`src/hw/rtl/lpe_pkg.sv`:
```
// Package for the Legendre polynomial evaluator: field widths, fixed-point
// constants, microcode word types and the step program.
// No dependencies.
`timescale 1ns / 1ps
`default_nettype none

package lpe_pkg;

   localparam int DEG_W              = 6;
   localparam int DATA_W             = 32;
   localparam int FRAC_BITS          = 30;
   localparam int RECIP_BITS         = 62;
   localparam int MAG_W              = FRAC_BITS + 1;
   localparam int DEFAULT_MAX_DEGREE = 32;
   localparam int UPC_W              = 3;

   localparam logic signed [DATA_W-1:0] ONE_Q = DATA_W'(64'd1 << FRAC_BITS);

   typedef enum logic [2:0] {
      MUL_ZC,
      MUL_TL,
      MUL_TH,
      MUL_PL,
      MUL_PH
   } mul_sel_type;

   typedef enum logic [2:0] {
      OP_NONE,
      OP_T,
      OP_ACC,
      OP_V,
      OP_U,
      OP_STEP
   } op_type;

   typedef enum logic [0:0] {
      JMP_NEXT,
      JMP_LOOP
   } jmp_type;

   typedef struct packed {
      mul_sel_type mul_sel;
      op_type      op;
      jmp_type     jmp;
   } ucode_type;

   // One recurrence step: z*P_k, then P_{k-1}*w and t*w in two halves each.
   function automatic ucode_type ucode_rom(input logic [UPC_W-1:0] addr);
      ucode_type word;
      case (addr)
         3'd0: word = '{mul_sel: MUL_ZC, op: OP_NONE, jmp: JMP_NEXT};
         3'd1: word = '{mul_sel: MUL_PL, op: OP_T,    jmp: JMP_NEXT};
         3'd2: word = '{mul_sel: MUL_PH, op: OP_ACC,  jmp: JMP_NEXT};
         3'd3: word = '{mul_sel: MUL_TL, op: OP_V,    jmp: JMP_NEXT};
         3'd4: word = '{mul_sel: MUL_TH, op: OP_ACC,  jmp: JMP_NEXT};
         3'd5: word = '{mul_sel: MUL_ZC, op: OP_U,    jmp: JMP_NEXT};
         3'd6: word = '{mul_sel: MUL_ZC, op: OP_STEP, jmp: JMP_LOOP};
         default: word = '{mul_sel: MUL_ZC, op: OP_NONE, jmp: JMP_LOOP};
      endcase
      return word;
   endfunction

endpackage

`default_nettype wire

```
`src/hw/rtl/lpe_if.sv`:
```
// Valid/ready channel interfaces for the request and response transactions
// of the Legendre polynomial evaluator. Depends on lpe_pkg.
`timescale 1ns / 1ps
`default_nettype none

interface lpe_req_if import lpe_pkg::*; ();
   logic                     valid;
   logic                     ready;
   logic [DEG_W-1:0]         degree;
   logic signed [DATA_W-1:0] arg_value;

   modport source (output valid, output degree, output arg_value, input ready);
   modport sink   (input valid, input degree, input arg_value, output ready);
endinterface

interface lpe_rsp_if import lpe_pkg::*; ();
   logic                     valid;
   logic                     ready;
   logic signed [DATA_W-1:0] poly_value;

   modport source (output valid, output poly_value, input ready);
   modport sink   (input valid, input poly_value, output ready);
endinterface

`default_nettype wire

```
`src/hw/rtl/legendre_polynomial_eval_core.sv`:
```
// Legendre polynomial evaluator P_n(z), microcoded over one shared 32x32
// multiplier. Depends on lpe_pkg and the channel interfaces in lpe_if.
//
// One request transaction (degree n, argument z in Q2.30) yields one response
// transaction P_n(z) in Q2.30, saturated to +-1.0; z is clamped to [-1,1] and
// n to MAX_DEGREE. A request is taken only while no evaluation is running; a
// finished result waits in the output register while the next request is
// accepted. Degrees zero and one skip the recurrence and go straight to the
// pending state. Degree n >= 2 runs n-1 recurrence steps of seven microcode
// words each, set by the shared multiplier (z*P_k plus two half products for
// each of t*w and P_{k-1}*w). From the pending state the result is loaded into
// the output register once the previous one has been taken, and then a new
// request can be accepted.
`timescale 1ns / 1ps
`default_nettype none

module legendre_polynomial_eval_core import lpe_pkg::*; #(
   parameter int MAX_DEGREE = DEFAULT_MAX_DEGREE
) (
   input  wire logic  clock,
   input  wire logic  reset,
   lpe_req_if.sink    req_chan,
   lpe_rsp_if.source  rsp_chan
);

   localparam int DEG_LIMIT = (1 << DEG_W) - 1;
   localparam int EFF_MAX   = (MAX_DEGREE > DEG_LIMIT) ? DEG_LIMIT : MAX_DEGREE;
   localparam int NW        = $clog2(EFF_MAX + 1);
   localparam int KW        = (EFF_MAX > 1) ? $clog2(EFF_MAX) : 1;

   typedef enum logic [2:0] {
      ST_IDLE = 3'b001,
      ST_RUN  = 3'b010,
      ST_PEND = 3'b100
   } state_type;

   state_type                state_ff, state_in;
   logic [UPC_W-1:0]         upc_ff, upc_in;
   logic [NW-1:0]            n_ff, n_in;
   logic [NW-1:0]            k_ff, k_in;
   logic signed [DATA_W-1:0] z_ff, z_in;
   logic signed [DATA_W-1:0] cur_ff, cur_in;
   logic signed [DATA_W-1:0] prev_ff, prev_in;
   logic signed [DATA_W-1:0] t_ff, t_in;
   logic signed [DATA_W-1:0] u_ff, u_in;
   logic signed [DATA_W-1:0] v_ff, v_in;
   logic [63:0]              acc_ff, acc_in;
   logic [63:0]              prod_ff, prod_in;
   logic                     rsp_valid_ff, rsp_valid_in;
   logic signed [DATA_W-1:0] out_ff, out_in;

   ucode_type                uc;
   logic [RECIP_BITS-1:0]    w_rom [EFF_MAX];
   logic [RECIP_BITS-1:0]    w_cur;
   logic [31:0]              mul_a, mul_b;
   logic [MAG_W-1:0]         z_mag, cur_mag, prev_mag, t_mag;
   logic [63:0]              t_rnd;
   logic [95:0]              wide_sum;
   logic [MAG_W-1:0]         wide_mag;
   logic [MAG_W-1:0]         t_new_mag;
   logic signed [33:0]       step_sum;
   logic signed [DATA_W-1:0] step_sat;
   logic signed [DATA_W-1:0] z_sat;
   logic [NW-1:0]            n_req;
   logic [NW-1:0]            k_next;
   logic                     req_fire;

   // k/(k+1) in Q62 for k = 0 .. EFF_MAX-1
   for (genvar i = 0; i < EFF_MAX; i++) begin : g_wrom
      localparam logic [63:0] RCP = ((64'd1 << RECIP_BITS) + 64'((i + 1) / 2)) / 64'(i + 1);
      assign w_rom[i] = RECIP_BITS'((64'd1 << RECIP_BITS) - RCP);
   end

   function automatic logic [MAG_W-1:0] mag_of(input logic signed [DATA_W-1:0] x);
      logic [DATA_W-1:0] a;
      a = x[DATA_W-1] ? DATA_W'(-x) : DATA_W'(x);
      return a[MAG_W-1:0];
   endfunction

   function automatic logic signed [DATA_W-1:0] apply_sign(input logic neg,
                                                           input logic [MAG_W-1:0] m);
      logic [DATA_W-1:0] e;
      e = DATA_W'(m);
      return neg ? -$signed(e) : $signed(e);
   endfunction

   assign uc       = ucode_rom(upc_ff);
   assign w_cur    = w_rom[k_ff[KW-1:0]];
   assign z_mag    = mag_of(z_ff);
   assign cur_mag  = mag_of(cur_ff);
   assign prev_mag = mag_of(prev_ff);
   assign t_mag    = mag_of(t_ff);

   always_comb begin
      mul_a = '0;
      mul_b = '0;
      case (uc.mul_sel)
         MUL_ZC: begin
            mul_a = 32'(z_mag);
            mul_b = 32'(cur_mag);
         end
         MUL_TL: begin
            mul_a = 32'(t_mag);
            mul_b = w_cur[31:0];
         end
         MUL_TH: begin
            mul_a = 32'(t_mag);
            mul_b = 32'(w_cur[RECIP_BITS-1:32]);
         end
         MUL_PL: begin
            mul_a = 32'(prev_mag);
            mul_b = w_cur[31:0];
         end
         MUL_PH: begin
            mul_a = 32'(prev_mag);
            mul_b = 32'(w_cur[RECIP_BITS-1:32]);
         end
         default: begin
            mul_a = '0;
            mul_b = '0;
         end
      endcase
   end

   assign prod_in   = 64'(mul_a) * 64'(mul_b);
   assign t_rnd     = prod_ff + (64'd1 << (FRAC_BITS - 1));
   assign t_new_mag = t_rnd[FRAC_BITS+MAG_W-1:FRAC_BITS];
   assign wide_sum  = {32'd0, acc_ff} + {prod_ff, 32'd0} + (96'd1 << (RECIP_BITS - 1));
   assign wide_mag  = wide_sum[RECIP_BITS+MAG_W-1:RECIP_BITS];
   assign step_sum  = 34'(t_ff) + 34'(u_ff) - 34'(v_ff);

   always_comb begin
      if (step_sum > 34'(ONE_Q)) begin
         step_sat = ONE_Q;
      end else if (step_sum < -34'(ONE_Q)) begin
         step_sat = -ONE_Q;
      end else begin
         step_sat = step_sum[DATA_W-1:0];
      end
   end

   always_comb begin
      if (req_chan.arg_value > ONE_Q) begin
         z_sat = ONE_Q;
      end else if (req_chan.arg_value < -ONE_Q) begin
         z_sat = -ONE_Q;
      end else begin
         z_sat = req_chan.arg_value;
      end
   end

   assign n_req    = (req_chan.degree > DEG_W'(EFF_MAX)) ? NW'(EFF_MAX) : NW'(req_chan.degree);
   assign k_next   = k_ff + NW'(1);
   assign req_fire = req_chan.valid && req_chan.ready;

   assign req_chan.ready      = (state_ff == ST_IDLE);
   assign rsp_chan.valid      = rsp_valid_ff;
   assign rsp_chan.poly_value = out_ff;

   always_comb begin
      state_in     = state_ff;
      upc_in       = upc_ff;
      n_in         = n_ff;
      k_in         = k_ff;
      z_in         = z_ff;
      cur_in       = cur_ff;
      prev_in      = prev_ff;
      t_in         = t_ff;
      u_in         = u_ff;
      v_in         = v_ff;
      acc_in       = acc_ff;
      out_in       = out_ff;
      rsp_valid_in = rsp_valid_ff && !rsp_chan.ready;

      case (state_ff)
         ST_IDLE: begin
            if (req_fire) begin
               z_in    = z_sat;
               n_in    = n_req;
               k_in    = NW'(1);
               upc_in  = '0;
               prev_in = ONE_Q;
               cur_in  = (n_req == '0) ? ONE_Q : z_sat;
               state_in = (n_req <= NW'(1)) ? ST_PEND : ST_RUN;
            end
         end
         ST_RUN: begin
            case (uc.op)
               OP_T:    t_in   = apply_sign(z_ff[DATA_W-1] ^ cur_ff[DATA_W-1], t_new_mag);
               OP_ACC:  acc_in = prod_ff;
               OP_V:    v_in   = apply_sign(prev_ff[DATA_W-1], wide_mag);
               OP_U:    u_in   = apply_sign(t_ff[DATA_W-1], wide_mag);
               OP_STEP: begin
                  prev_in = cur_ff;
                  cur_in  = step_sat;
                  k_in    = k_next;
               end
               default: begin
               end
            endcase
            if (uc.jmp == JMP_LOOP) begin
               upc_in = '0;
               if (k_next >= n_ff) begin
                  state_in = ST_PEND;
               end
            end else begin
               upc_in = UPC_W'(upc_ff + UPC_W'(1));
            end
         end
         ST_PEND: begin
            if (!rsp_valid_ff || rsp_chan.ready) begin
               out_in       = cur_ff;
               rsp_valid_in = 1'b1;
               state_in     = ST_IDLE;
            end
         end
         default: begin
            state_in = ST_IDLE;
         end
      endcase
   end

   always_ff @(posedge clock) begin
      if (reset) begin
         state_ff     <= ST_IDLE;
         upc_ff       <= '0;
         rsp_valid_ff <= 1'b0;
      end else begin
         state_ff     <= state_in;
         upc_ff       <= upc_in;
         rsp_valid_ff <= rsp_valid_in;
      end
   end

   always_ff @(posedge clock) begin
      n_ff    <= n_in;
      k_ff    <= k_in;
      z_ff    <= z_in;
      cur_ff  <= cur_in;
      prev_ff <= prev_in;
      t_ff    <= t_in;
      u_ff    <= u_in;
      v_ff    <= v_in;
      acc_ff  <= acc_in;
      prod_ff <= prod_in;
      out_ff  <= out_in;
   end

   a_busy_after_accept: assert property (@(posedge clock) disable iff (reset)
      req_fire |=> !req_chan.ready)
      else $error("request accepted while an evaluation was pending");

   a_step_in_range: assert property (@(posedge clock) disable iff (reset)
      (state_ff == ST_RUN) |-> (k_ff < n_ff) && (k_ff != '0))
      else $error("recurrence index out of range");

   a_result_bounded: assert property (@(posedge clock) disable iff (reset)
      rsp_valid_ff |-> (out_ff <= ONE_Q) && (out_ff >= -ONE_Q))
      else $error("result beyond +-1.0");

endmodule

`default_nettype wire
```
`src/flat_wrapper.sv`:
```
// flat-port wrapper written by rule: the top's interface ports become plain ports
module legendre_polynomial_eval_core_flat import lpe_pkg::*;
#(
   parameter int MAX_DEGREE = DEFAULT_MAX_DEGREE
)
  (clock, reset, req_chan_valid, req_chan_degree, req_chan_arg_value, req_chan_ready, rsp_chan_valid, rsp_chan_poly_value, rsp_chan_ready);
  lpe_req_if req_chan_i ();
  lpe_rsp_if rsp_chan_i ();
  input  wire logic clock;
  input  wire logic reset;
  input wire logic [$bits(req_chan_i.valid)-1:0] req_chan_valid;
  input wire logic [$bits(req_chan_i.degree)-1:0] req_chan_degree;
  input wire logic [$bits(req_chan_i.arg_value)-1:0] req_chan_arg_value;
  output wire logic [$bits(req_chan_i.ready)-1:0] req_chan_ready;
  output wire logic [$bits(rsp_chan_i.valid)-1:0] rsp_chan_valid;
  output wire logic [$bits(rsp_chan_i.poly_value)-1:0] rsp_chan_poly_value;
  input wire logic [$bits(rsp_chan_i.ready)-1:0] rsp_chan_ready;
  assign req_chan_i.valid = req_chan_valid;
  assign req_chan_i.degree = req_chan_degree;
  assign req_chan_i.arg_value = req_chan_arg_value;
  assign req_chan_ready = req_chan_i.ready;
  assign rsp_chan_valid = rsp_chan_i.valid;
  assign rsp_chan_poly_value = rsp_chan_i.poly_value;
  assign rsp_chan_i.ready = rsp_chan_ready;
  legendre_polynomial_eval_core #(.MAX_DEGREE(MAX_DEGREE)) u_core (.clock(clock), .reset(reset), .req_chan(req_chan_i), .rsp_chan(rsp_chan_i));
endmodule
```
`config.mk`:
```
export PLATFORM = sky130hd
export DESIGN_NAME = legendre_polynomial_eval_core_flat
export DESIGN_NICKNAME = d
export VERILOG_FILES = /design/src/hw/rtl/lpe_pkg.sv /design/src/hw/rtl/lpe_if.sv /design/src/hw/rtl/legendre_polynomial_eval_core.sv /design/src/flat_wrapper.sv
export SDC_FILE = /design/constraint.sdc
export NUM_CORES = 2
export LEC_CHECK = 0
export BUFFER_PORTS_ARGS = -buffer_cell sky130_fd_sc_hd__clkbuf_2
export CAP_MARGIN = 10
export CORE_MARGIN = 2
export CORE_UTILIZATION = 50
export DETAILED_ROUTE_END_ITERATION = 8
export GPL_TIMING_DRIVEN = 0
export PLACE_DENSITY = 0.71
export RECOVER_POWER = 25
export SYNTH_ARGS = -nofsm -noshare
export SYNTH_HDL_FRONTEND = slang
export SYNTH_SLANG_ARGS = --single-unit
export TNS_END_PERCENT = 50
```
`constraint.sdc`:
```
create_clock -name clock -period 10.38 [get_ports clock]
set_input_delay 1.038 -clock clock [delete_from_list [all_inputs] [get_ports clock]]
set_output_delay 1.038 -clock clock [all_outputs]
set_load 0.02 [all_outputs]
```
==> results.sh <==
export IMPL_arrival_ns=11.05
export IMPL_status="finished, violations left"
export IMPL_vias=47300
export IMPL_grt_max_degree=65
export IMPL_setup_viol=12
export IMPL_drc=0
export IMPL_cts_tree="yes"
export IMPL_fin_cells=7906
export IMPL_initialDrtViolationCount=5375
export IMPL_grt_overflow=0
export IMPL_place_gp_congestion=1.07
export IMPL_clockRootBuffer="clkbuf_16"
export IMPL_crit_required_ns=10.89
export IMPL_cts_clk_slew_worst_paths_ns=0.07
export IMPL_fin_ws_ns=-0.163
export IMPL_drv_slew=35
export IMPL_dp_final_hpwl_um=185000
export IMPL_numCtsBuffers=38
export IMPL_viasPerCell=5.99
export IMPL_finalHoldViolations=0
export IMPL_fin_area_mm2=0.0633
export IMPL_synthArstFlopShare_pct=0
export IMPL_nets=7771
export IMPL_die_w_um=335
export IMPL_grt_pass1_vias=47600
export IMPL_cts_num_sinks=337
export IMPL_synth_adder_area_share_pct=41.3
export IMPL_syn_nets=7461
export IMPL_cpMostUsedCell="fa_1"
export IMPL_crit_type="flip-flop to flip-flop"
export IMPL_min_period_ns=10.54
export IMPL_synth_simple_area_share_pct=15.8
export IMPL_synth_xor_xnor_area_share_pct=5.46
export IMPL_port_buffers=75
export IMPL_cp_slowest_cell="fa_2"
export IMPL_fmax_mhz=94.9
export IMPL_seq_area_frac_synth_pct=17.2
export IMPL_finalCoreUtilization_pct=58.2
export IMPL_h_tree_depth=2
export IMPL_period_share_pct=102
export IMPL_grt_pass1_wl_um=330000
export IMPL_cp_max_fo=6
export IMPL_synth_top_family_by_area="adder cells"
export IMPL_grt_use_total_pct=41.2
export IMPL_totalWireLength_um=230000
export IMPL_area_growth_pct=15.5
export IMPL_violations="capacitance limit, slew limit, setup timing"
export IMPL_met2WireLength_um=96200
export IMPL_critPathMaxStageDelay_ns=0.64
export IMPL_top_layer_used="met5"
export IMPL_fillCellCount=9825
export IMPL_dr_wl_met3_um=29000
export IMPL_start_util_pct=50.4
export IMPL_synth_mux_area_share_pct=0.297
export IMPL_place_inst=7680
export IMPL_die_height_um=335
export IMPL_insertion_delay_ns=0.61
export IMPL_hold_buffers=0
export IMPL_worst_slew_pin_slew_ns=2.05
export IMPL_hp_class="flip-flop to flip-flop"
export IMPL_die_area_mm2=0.112
export IMPL_antenna_found_initial=5
export IMPL_layout_drive_gt1_share_pct=14.3
export IMPL_synth_compound_area_share_pct=10.2
export IMPL_startpoint_type="flip-flop"
export IMPL_finClkSkew_ns=0.0356
export IMPL_rsz0062_at_grt="yes"
export IMPL_ys_warn_count=0
export IMPL_clk_path_buf_depth=3
export IMPL_synth_edff_count=267
export IMPL_core_mm2=0.109
export IMPL_wl_met1_um=89000
export IMPL_firstDrtPassIters=6
export IMPL_slew_headroom_pct=-36.6
export IMPL_synth_cells=6147
export IMPL_syn_avg_cell_area_um2=8.92
export IMPL_pre_cts_slack_ns=-3.60
export IMPL_cap_violations=1
export IMPL_wl_per_cell_um=29.0
export IMPL_syn_area_mm2=0.0548
export IMPL_dpl_cell_area_mm2=0.0578
export IMPL_end_kind="flip-flop"
export IMPL_ys_ff_latch=337
export IMPL_synth_main_ff_cell="edfxtp_1"
export IMPL_ys_types=96
export IMPL_ant_nets=0
export IMPL_ios=76
export IMPL_rows=121
repair_timing:
| item | 4_1_cts | 5_1_grt |
|---|---|---|
| buffers inserted | 112 | 79 |
| pin swaps | 95 | 189 |
| hold endpoints to repair | 0 | 0 |
| setup endpoints to repair | 50 | 31 |
| resized for setup | 561 | 350 |
metrics by stage:
| step | hold WS, ns | TNS, ns |
|---|---|---|
| after floorplan | 0.386 | 0 |
| after global placement | 0.390 | -165.98 |
| after detailed placement | 0.393 | -109.74 |
| after CTS | 0.398 | -0.0139 |
| after global routing | 0.419 | -2.99 |
| final | 0.401 | -0.652 |
cells in the final DEF, fill, tap and decap left out, drive strengths merged, types with 23 or more instances in the layout:
cell,Yosys,final
a31oi,24,24
a21oi,176,176
xnor2,184,184
nor2,705,705
and3,26,26
nand2b,38,38
a211oi,33,33
edfxtp,267,267
clkbuf,255,331
nand2,722,722
nor2b,38,38
nand4,36,36
or4,32,32
and2,90,90
nor4,23,23
fa,898,898
nor3,71,71
a22o,29,29
dfxtp,70,70
inv,1117,1120
or3,39,39
nand3,78,78
o21ai,185,185
xor2,158,158
ha,374,374
buf,42,282
a21o,91,91
o31ai,56,56
state kept, by name, indices dropped and copies added, names as in the netlist, 31 cells and up:
name	count
u_core.acc_ff	31
u_core.cur_ff	32
u_core.prev_ff	32
u_core.prod_ff	63
u_core.rsp_chan.poly_value	32
u_core.t_ff	32
u_core.u_ff	32
u_core.v_ff	32
u_core.z_ff	32
cell usage after synthesis (all sizes together), types with 8 or more instances:
library cell | n | area, um^2
a21oi | 176 | 892
nor2b | 38 | 238
a31oi | 24 | 165
nand2 | 722 | 2710
or3 | 39 | 244
a21o | 91 | 683
dfxtp | 70 | 1400
nor3b | 8 | 60.1
ha | 374 | 4680
o21a | 17 | 128
o22ai | 19 | 125
a211oi | 33 | 253
o41ai | 19 | 174
or2 | 16 | 100
o21ai | 185 | 937
fa | 898 | 18000
xnor2 | 184 | 1610
a311oi | 8 | 82.6
or4 | 32 | 251
o31ai | 56 | 420
mux2i | 14 | 140
nand2b | 38 | 238
a211o | 10 | 87.6
inv | 1117 | 4190
buf | 42 | 209
o211ai | 14 | 105
nor2 | 705 | 2660
and2 | 90 | 563
o221ai | 14 | 129
and3 | 26 | 163
clkbuf | 255 | 957
a2111oi | 12 | 168
nor4 | 23 | 159
nand4 | 36 | 231
nor3 | 71 | 375
o21bai | 14 | 105
a22o | 29 | 254
edfxtp | 267 | 8020
a22oi | 8 | 60.1
nand3 | 78 | 390
nand3b | 10 | 75.1
xor2 | 158 | 1380
critical path: cells and delay by family, from the launching register on:
kind	cells	cell delay (ns)
adder cells (fa/ha/maj)	9	4.30
flip-flops	1	0.43
AO/OA/AOI/OAI	4	1.05
AND/OR/NAND/NOR	15	3.82
buffers and inverters	3	0.46
XOR/XNOR	2	0.40
final timing paths:
path	startpoint	end	slack [ns]	cells past startpoint
worst max-delay path	u_core.t_ff[1]	u_core.prod_ff[59]	-0.16	33
worst min-delay path	u_core.prod_ff[62]	u_core.acc_ff[62]	0.40	0
worst max register to register	u_core.t_ff[1]	u_core.prod_ff[59]	-0.16	33
worst min register to register	u_core.prod_ff[62]	u_core.acc_ff[62]	0.40	0
cell type report:
class / instances / area (um^2) / share of cell area [%]
antenna: 5 / 12.5 / 0.0198
sequential: 337 / 9420 / 14.9
clock inverter: 24 / 258 / 0.407
multi-input combinational: 4395 / 42200 / 66.6
buffer: 260 / 1890 / 2.98
inverter: 1118 / 4220 / 6.67
timing repair buffer: 307 / 2520 / 3.98
tap: 1414 / 1770 / 2.79
clock buffer: 46 / 1030 / 1.63
routing by layer:
layer / GRT usage [%] / up-vias
li1: - / 20200
met1: 55.0 / 23800
met2: 59.7 / 2802
met3: 12.9 / 592
met4: 22.4 / 10
met5: 0 / -
cell families after synthesis:
kind of cell             after synthesis
multiplexers                          16
AND/OR/NAND/NOR                     1953
buffers and inverters               1415
adder cells (fa/ha/maj)             1272
flip-flops                           337
XOR/XNOR                             342
AO/OA/AOI/OAI                        812
Power is not shown: default switching activity piles up to over one toggle a cycle in this logic, so the estimate is an artifact.
